==> src/beep_burst_generator_top_assert.svh <==
// -----------------------------------------------------------------------------
// beep burst generator assertion macros
// concurrent checks clocked on clk, disabled while arst_n is low
// -----------------------------------------------------------------------------
`ifndef BEEP_BURST_GENERATOR_TOP_ASSERT_SVH
`define BEEP_BURST_GENERATOR_TOP_ASSERT_SVH

`ifndef SYNTHESIS
`define BBG_ASSERT(lbl, prop) \
	lbl: assert property (@(posedge clk) disable iff (!arst_n) (prop)) \
	else $error("beep burst generator check failed");
`define BBG_ASSERT_NEXT(lbl, ante, cons) \
	lbl: assert property (@(posedge clk) disable iff (!arst_n) (ante) |=> (cons)) \
	else $error("beep burst generator check failed");
`else
`define BBG_ASSERT(lbl, prop)
`define BBG_ASSERT_NEXT(lbl, ante, cons)
`endif

`endif

==> src/bbg_pkg.sv <==
// -----------------------------------------------------------------------------
// bbg_pkg
// types and constants shared by the beep burst generator modules
// -----------------------------------------------------------------------------
`default_nettype none

package bbg_pkg;

	localparam int CFG_W = 16;
	localparam int CFG_IDX_W = 2;

	localparam logic [CFG_IDX_W-1:0] REG_BEEPS_PER_BURST = 2'd0;
	localparam logic [CFG_IDX_W-1:0] REG_ON_TIME = 2'd1;
	localparam logic [CFG_IDX_W-1:0] REG_GAP_TIME = 2'd2;
	localparam logic [CFG_IDX_W-1:0] REG_REPEAT_WAIT = 2'd3;

	localparam logic [7:0] RST_BEEPS_PER_BURST = 8'd2;
	localparam logic [15:0] RST_ON_TIME = 16'd90;
	localparam logic [15:0] RST_GAP_TIME = 16'd50;
	localparam logic [15:0] RST_REPEAT_WAIT = 16'd0;

	typedef struct packed {
		logic [31:0] now_ms;
		logic beep_enable;
		logic start_pulse;
		logic cancel_pulse;
	} in_item_t;

	typedef struct packed {
		logic buzzer_on;
		logic [7:0] beeps_left;
	} out_item_t;

	typedef struct packed {
		logic [7:0] beeps_per_burst;
		logic [15:0] on_time_ms;
		logic [15:0] gap_time_ms;
		logic [15:0] repeat_wait_ms;
	} cfg_t;

	typedef struct packed {
		logic start_pending;
		logic pin_active;
		logic [31:0] phase_stamp;
		logic [7:0] remaining;
	} state_t;

endpackage

`default_nettype wire

==> src/bbg_step.sv <==
// -----------------------------------------------------------------------------
// bbg_step
// next-state and result logic for one input item of the beep burst generator
// -----------------------------------------------------------------------------
`default_nettype none

module bbg_step (
	input  bbg_pkg::state_t   cur,
	input  bbg_pkg::cfg_t     cfg,
	input  bbg_pkg::in_item_t item,
	output bbg_pkg::state_t   nxt,
	output bbg_pkg::out_item_t res
);
	import bbg_pkg::*;

	logic pend;
	logic [31:0] elapsed;

	assign pend = (cur.start_pending | item.start_pulse) & ~item.cancel_pulse;
	assign elapsed = item.now_ms - cur.phase_stamp;

	always_comb begin
		nxt = cur;
		nxt.start_pending = pend;
		priority if (!item.beep_enable) begin
			nxt.pin_active = 1'b0;
		end else if (pend) begin
			nxt.pin_active = 1'b1;
			nxt.phase_stamp = item.now_ms;
			nxt.remaining = cfg.beeps_per_burst - 8'd1;
			nxt.start_pending = 1'b0;
		end else if (cur.pin_active) begin
			if (elapsed >= {16'd0, cfg.on_time_ms}) begin
				nxt.pin_active = 1'b0;
				nxt.phase_stamp = item.now_ms;
			end
		end else if (cur.remaining != 8'd0) begin
			if (elapsed >= {16'd0, cfg.gap_time_ms}) begin
				nxt.pin_active = 1'b1;
				nxt.phase_stamp = item.now_ms;
				nxt.remaining = cur.remaining - 8'd1;
			end
		end else if (cfg.repeat_wait_ms != 16'd0
				&& elapsed >= {16'd0, cfg.repeat_wait_ms}) begin
			nxt.start_pending = 1'b1;
		end
	end

	assign res.buzzer_on = nxt.pin_active;
	assign res.beeps_left = nxt.remaining;

endmodule

`default_nettype wire

==> src/beep_burst_generator_top.sv <==
// -----------------------------------------------------------------------------
// beep_burst_generator_top
// buzzer burst timer: beeps of set on time and gap, optional repeating burst
// -----------------------------------------------------------------------------
// usage:
//   input channel (in_valid / in_stall / in_data) carries one time sample per
//   transfer: millisecond time, enable level, start and cancel pulses
//   output channel (out_valid / out_stall / out_data) returns one result per
//   input transfer: buzzer level and beeps left in the burst
//   cfg_we / cfg_index / cfg_data write the four config registers; the user
//   must do so only while no transfer is in flight; the block does not enforce it
// flow: an item waits in the input register until the output register is free,
//   and its result is then registered in the output register
// throughput: one item per cycle unless out_stall holds a result; the whole
//   step is one 32-bit subtract and three compares between the two registers
// stall: while the output register holds an untaken result the input register
//   keeps its item; in_stall rises only when both are full
// reset: burst state clears, registers return to their default timing,
//   both pipeline registers are empty
// -----------------------------------------------------------------------------
`default_nettype none
`include "beep_burst_generator_top_assert.svh"

module beep_burst_generator_top (
	input  wire                           clk,
	input  wire                           arst_n,
	input  wire                           in_valid,
	output logic                          in_stall,
	input  bbg_pkg::in_item_t             in_data,
	output logic                          out_valid,
	input  wire                           out_stall,
	output bbg_pkg::out_item_t            out_data,
	input  wire                           cfg_we,
	input  wire [bbg_pkg::CFG_IDX_W-1:0]  cfg_index,
	input  wire [bbg_pkg::CFG_W-1:0]      cfg_data
);
	import bbg_pkg::*;

	cfg_t      cfg_q;
	state_t    st_q;
	state_t    st_nxt;
	in_item_t  data_s1;
	logic      valid_s1;
	out_item_t res;
	logic      adv;

	// the input register moves into the output register when that one is free
	assign adv = valid_s1 && (!out_valid || !out_stall);
	assign in_stall = valid_s1 && !adv;

	bbg_step u_step (
		.cur  (st_q),
		.cfg  (cfg_q),
		.item (data_s1),
		.nxt  (st_nxt),
		.res  (res)
	);

	always_ff @(posedge clk or negedge arst_n) begin
		if (!arst_n) begin
			cfg_q.beeps_per_burst <= RST_BEEPS_PER_BURST;
			cfg_q.on_time_ms <= RST_ON_TIME;
			cfg_q.gap_time_ms <= RST_GAP_TIME;
			cfg_q.repeat_wait_ms <= RST_REPEAT_WAIT;
		end else if (cfg_we) begin
			unique case (cfg_index)
				REG_BEEPS_PER_BURST: cfg_q.beeps_per_burst <= cfg_data[7:0];
				REG_ON_TIME: cfg_q.on_time_ms <= cfg_data;
				REG_GAP_TIME: cfg_q.gap_time_ms <= cfg_data;
				REG_REPEAT_WAIT: cfg_q.repeat_wait_ms <= cfg_data;
			endcase
		end
	end

	always_ff @(posedge clk or negedge arst_n) begin
		if (!arst_n) begin
			valid_s1 <= 1'b0;
		end else if (!in_stall) begin
			valid_s1 <= in_valid;
		end
	end

	always_ff @(posedge clk) begin
		if (in_valid && !in_stall) begin
			data_s1 <= in_data;
		end
	end

	always_ff @(posedge clk or negedge arst_n) begin
		if (!arst_n) begin
			st_q <= '0;
			out_valid <= 1'b0;
		end else begin
			if (adv) begin
				st_q <= st_nxt;
			end
			if (adv) begin
				out_valid <= 1'b1;
			end else if (!out_stall) begin
				out_valid <= 1'b0;
			end
		end
	end

	always_ff @(posedge clk) begin
		if (adv) begin
			out_data <= res;
		end
	end

	// input side only stalls with a held item
	`BBG_ASSERT(a_stall_needs_item, !in_stall || valid_s1)
	// a fresh result mirrors the burst state it was taken from
	`BBG_ASSERT_NEXT(a_result_matches_state, adv,
		out_data.buzzer_on == st_q.pin_active && out_data.beeps_left == st_q.remaining)
	// a disabled transfer always silences the buzzer
	`BBG_ASSERT_NEXT(a_disable_silences, adv && !data_s1.beep_enable, !st_q.pin_active)
	// burst state only moves with a transfer into the output register
	`BBG_ASSERT_NEXT(a_state_holds, !adv, $stable(st_q))

endmodule

`default_nettype wire
==> config.mk <==
export PLATFORM = sky130hd
export DESIGN_NAME = beep_burst_generator_top
export DESIGN_NICKNAME = d
export VERILOG_FILES = /design/src/bbg_pkg.sv /design/src/bbg_step.sv /design/src/beep_burst_generator_top.sv
export VERILOG_INCLUDE_DIRS = /design/src /design/src/src
export SDC_FILE = /design/constraint.sdc
export NUM_CORES = 1
export LEC_CHECK = 0
export BUFFER_PORTS_ARGS = -buffer_cell sky130_fd_sc_hd__buf_2
export CAP_MARGIN = 40
export CORE_UTILIZATION = 35
export CTS_BUF_LIST = sky130_fd_sc_hd__clkbuf_4 sky130_fd_sc_hd__clkbuf_8
export CTS_CLUSTER_DIAMETER = 30
export DETAILED_ROUTE_END_ITERATION = 7
export PLACE_DENSITY = 0.57
export RECOVER_POWER = 50
export SLEW_MARGIN = 20
export SYNTH_ARGS = -nofsm -noshare
export SYNTH_HDL_FRONTEND = slang
export SYNTH_SLANG_ARGS = --single-unit
==> constraint.sdc <==
create_clock -name clk -period 5.3 [get_ports clk]
set_clock_uncertainty 0.2 [all_clocks]
set_input_delay 1.06 -clock clk [delete_from_list [all_inputs] [get_ports clk]]
set_output_delay 1.06 -clock clk [all_outputs]
set_load 0.005 [all_outputs]
Word-level counts from Yosys, hierarchy flattened. Index checks and enable logic that the tools add are counted.

Register bits: 144. Input bits: 58. Output and inout bits: 11. Logic and storage cells: 63.

Add/subtract/negate cells: 3. Magnitude comparators: 3. Eq/ne operators: 5. Multiplexer cells: 14. Bitwise gates (word level): 3. Reductions and logical operators: 19.

Operator list (number): greater-or-equal comparator 32 x 16 -> 1 bit (3); two-way mux 41 bit (2); two-way mux 33 bit (2); two-way mux 42 bit (1); subtractor 32 bit (1); two-way mux 8 bit (2); nonzero test 16 bit (1); subtractor 8 x 1 -> 8 bit, second input constant (2); AND reduction 2 bit (4); nonzero test 8 bit (1); two-way mux 1 bit (7); nonzero test 3 bit (2); AND reduction 5 bit (1); == test 2 bit, second input constant (2); logical AND 1 bit (4); logical NOT 1 bit (4); inequality test 3 x 1 -> 1 bit, second input constant (1); == test 2 x 1 -> 1 bit, second input constant (1); logical NOT 2 bit (1); inequality test 2 x 1 -> 1 bit, second input constant (1); bitwise AND 1 bit (1); logical OR 1 bit (1); NOT 1 bit (1); OR 1 bit (1).

Longest topological paths before layout.
Depth after elaboration: 8. Depth in mapped cells: 21. Gate-level depth less buffers: 20.

Hierarchy. A second synthesis with hierarchy kept.

Cells, all modules: 880. Area, all modules: 9575.4 um^2.

By module, submodules not included: beep_burst_generator_top (instances 1, cells each 259, area each 5084.9 um^2, sequential area each 3833.7 um^2); bbg_step (instances 1, cells each 621, area each 4490.6 um^2, sequential area each 0.0 um^2).

Worst setup path after synthesis. Ideal clock, no wire load.

Path kind: reg-to-reg. Start point: register st_q[8] (netlist name). End point: register out_data[5] (netlist name) (data pin). Arrival: 4.041 ns. Data required time: 4.843 ns. Slack: 0.802 ns. Stages on the path, launching flop included: 20. Buffers on the path: 2. Period minus slack after synthesis: 4.498 ns. Cells stage by stage: dfrtp_1 ha_1 fa_1 nor2b_1 o2111a_1 nor2_1 o21a_1 xnor2_1 ha_1 a21o_1 a211oi_1 nand2_1 o21ai_0 nand3_1 or4_1 buf_6 and3_4 buf_6 a32o_1 a32o_1.

RTL lines: from (decl) (RTL line beep_burst_generator_top.sv:40) `state_t st_q;`; from (signal assigned) (RTL line beep_burst_generator_top.sv:95) `st_q <= st_nxt;`; to (signal assigned) (RTL line beep_burst_generator_top.sv:107) `out_data <= res;`; to (decl) (RTL line beep_burst_generator_top.sv:32) `output bbg_pkg::out_item_t out_data,`.

==> impl_metrics.toml <==
[grt]
grt_overflow_total = 0
grt_max_degree = 41
grt.total_usage_pct = 16.61
grt_pass1_vias = 6474
antenna_found_initial = 0
grt_pass1_wl_um = 33960

[setup_path]
crit_path_end_kind = "register"
cp_data_arrival_time_ps = 4980
r2r_start = "st_q[8]$_DFFE_PN0P_"
critPathLaunch = "st_q[8]$_DFFE_PN0P_"
cp_max_fo = 9
cp.required_ps = 5340
critPathKind = "register to register"
setup.worst_path.start_class = "register"

[cells_and_area]
syn_to_final_growth_pct = 13.16
ff_latch_area_um2 = 3834
diodes = 0
drive_above_1_share_pct = 24.00
num-fill-cells = 2539
multiInputGateArea_um2 = 4618
nNetsFinal = 1056

[timing]
slew_violations = 105
fmax_mhz = 202.2
rsz0062_at_grt = "false"
setup_slack_ps = 355.0
hold_violations = 0
whs_ps = 303.1
finalCritPeriodShare_pct = 93.30
tightest_slew_ps = 2363
setup_viol = 0
tns_ps = 0
layout_min_cycle_time_ps = 4945
slew_headroom_pct = -57.51

[clock_network]
ctsHoldBuffers = 0
clock_tree.buffer_depth = 2
clk_latency_ps = 470
cts_made_buffers = 17
clk_pin_slew_ps = 90
cts.htree.levels = 4
cts_root_buf = "clkbuf_8"
cts_tree = "built"
cts.sinks = 144

[floorplan]
dieArea_um2 = 26150
dieWidth_um = 161.7
die_h_um = 161.7
core_um2 = 25110
initial_utilization_pct = 35.56
pin_count = 69
num_rows = 58

[power]
switchingPower_w = 0.001605
p_comb_share_pct = 43.8
total_power_w = 0.004272
swShare_pct = 37.58
power.leakage_nw = 4.501
p_per_area_nw_per_um2 = 422.8
p_seq_share_pct = 35.1
clkPwrFrac_pct = 21.1
internal-power_w = 0.002666
peakVddDrop_mv = 0.1600

[yosys]
synth_most_common_cell = "inv_1"
syn_area_per_cell_um2 = 10.62
synth_cells = 841
yosysUniqueCellTypes = 80
ys_async_sr_fraction_pct = 69.44
yosysSeqAreaShare_pct = 42.94
synth_top_area_share_pct = 25.78
synth.net_count = 981
ys_top_cells_by_count = "inv_1, dfrtp_1, mux2_2"
syn_area_um2 = 8929
synth_top_area_cell = "dfrtp_1"
yosys-top-cells-area = "dfrtp_1, edfxtp_1, ha_1, mux2_2, inv_1"
synth-edff-count = 44
synth-main-ff-cell = "dfrtp_1"
yosysWarnings = 0
yosys_register_bits = 144

[route]
post_drt_wl_per_cell_um = 16.12
drtPass1Iterations = 5
drt_iter0_drc = 352
wirelength_um = 20300
antenna_left = 0
viasPerCell = 5.159
drc = 0
vias = 6495

[run_status]
outcome = "complete, but fails checks"
violations = "max-capacitance violations, max-slew violations"

[placed_design]
finalWeightedCongestion = 0.8455
hpwl_um = 15860
preCtsSetupSlack_ps = 66.10
io_buffer_count = 68

[min_path]
min_from = "valid_s1$_DFFE_PN0N_"
hold_path_class = "register to register"

[run]
drv_cap = 3
-- final cells by class --
type | count | area share [%]
repair buffers | 82 | 4.731
clock inverters | 9 | 1.077
well taps | 330 | 4.087
clock buffers | 23 | 2.885
inverters | 96 | 3.567
flip-flops and latches | 144 | 37.94
multi-input cells | 575 | 45.71
-- layer usage --
metal | share of wire [%] | track usage (%)
met1 | 48 | 22.34
met2 | 47 | 27.00
met5 | 0 | 0
met4 | 1.5 | 5.017
met3 | 3.0 | 3.218
-- what timing repair did --
| item | in CTS | in global routing |
|---|---|---|
| setup endpoints to repair | 0 | 11 |
| gates resized for setup | 0 | 3 |
| buffers inserted | 0 | 0 |
-- stage by stage --
| step | instance area (µm²) | std cells | util, % |
|---|---|---|---|
| 2_1_floorplan | 8929 | 841 | - |
| 3_3_place_gp | 9613 | 1221 | 38.28 |
| 3_5_place_dp | 9733 | 1227 | 38.76 |
| 4_1_cts | 10130 | 1259 | 40.36 |
| 5_1_grt | 10100 | 1259 | 40.24 |
| 6_report | 10100 | 1259 | 40.24 |
-- critical path, stage by stage, from the launching register on --
cell and delay [ps]:
dfrtp_1 380, ha_1 220, fa_1 400, nor2b_1 210, o2111ai_1 160, nand2_1 140, o2bb2ai_1 180, nor2_1 110
xnor2_2 290, ha_1 310, a21o_1 180, a21oi_1 190, nand2_1 80, o21ai_1 230, nand3_1 90, or4_1 590
and3_4 270, a32o_1 270, a32o_1 210
-- layout by cell type, fill, tap and decap left out, types with 19 or more instances in the layout --
cell / Yosys / final
inv_1: 94 / 94
dfrtp_1: 92 / 92
mux2_2: 86 / 86
ha_1: 81 / 81
buf_2: 7 / 59
nand2_1: 51 / 51
edfxtp_1: 44 / 44
a21oi_1: 44 / 43
nor2_1: 39 / 39
o21ai_0: 26 / 25
a21o_1: 21 / 21
clkbuf_8: 0 / 19
-- state kept, by name (all words and copies together), names as in the netlist --
signal / flops
valid_s1: 1
data_s1: 35
cfg_q: 56
out_valid: 1
out_data: 9
st_q: 42
-- power groups by stage --
stage,clock [W],combinational [W],sequential (W)
2_1_floorplan,0,0.00138,0.00148
3_3_place_gp,0,0.00182,0.00152
3_5_place_dp,0,0.00186,0.00152
4_1_cts,0.000928,0.00187,0.00150
5_1_grt,0.000977,0.00211,0.00153
6_report,0.000903,0.00187,0.00150
-- logic make-up after synthesis --
| logic type | Yosys count | share of synthesized area (%) |
|---|---|---|
| AO/OA/AOI/OAI | 194 | 15.57 |
| XOR/XNOR | 25 | 2.452 |
| adder cells (fa/ha/maj) | 82 | 11.58 |
| buffers and inverters | 122 | 5.647 |
| flip-flops | 144 | 42.94 |
| multiplexers | 87 | 10.96 |
| AND/OR/NAND/NOR | 187 | 10.86 |
-- path summary, 6_finish.rpt --
kind,endpoint,slack (ps),cells past startpoint
min in group asynchronous,st_q[12]$_DFFE_PN0P_,880,1
max in group asynchronous,st_q[40]$_DFFE_PN0P_,1060,2
min,out_valid$_DFFE_PN0P_,300,1
min reg2reg,out_valid$_DFFE_PN0P_,300,1
max reg2reg,out_data[5]$_DFFE_PP_,360,18
max,out_data[5]$_DFFE_PP_,360,18
(Power assumes the default switching activity.)
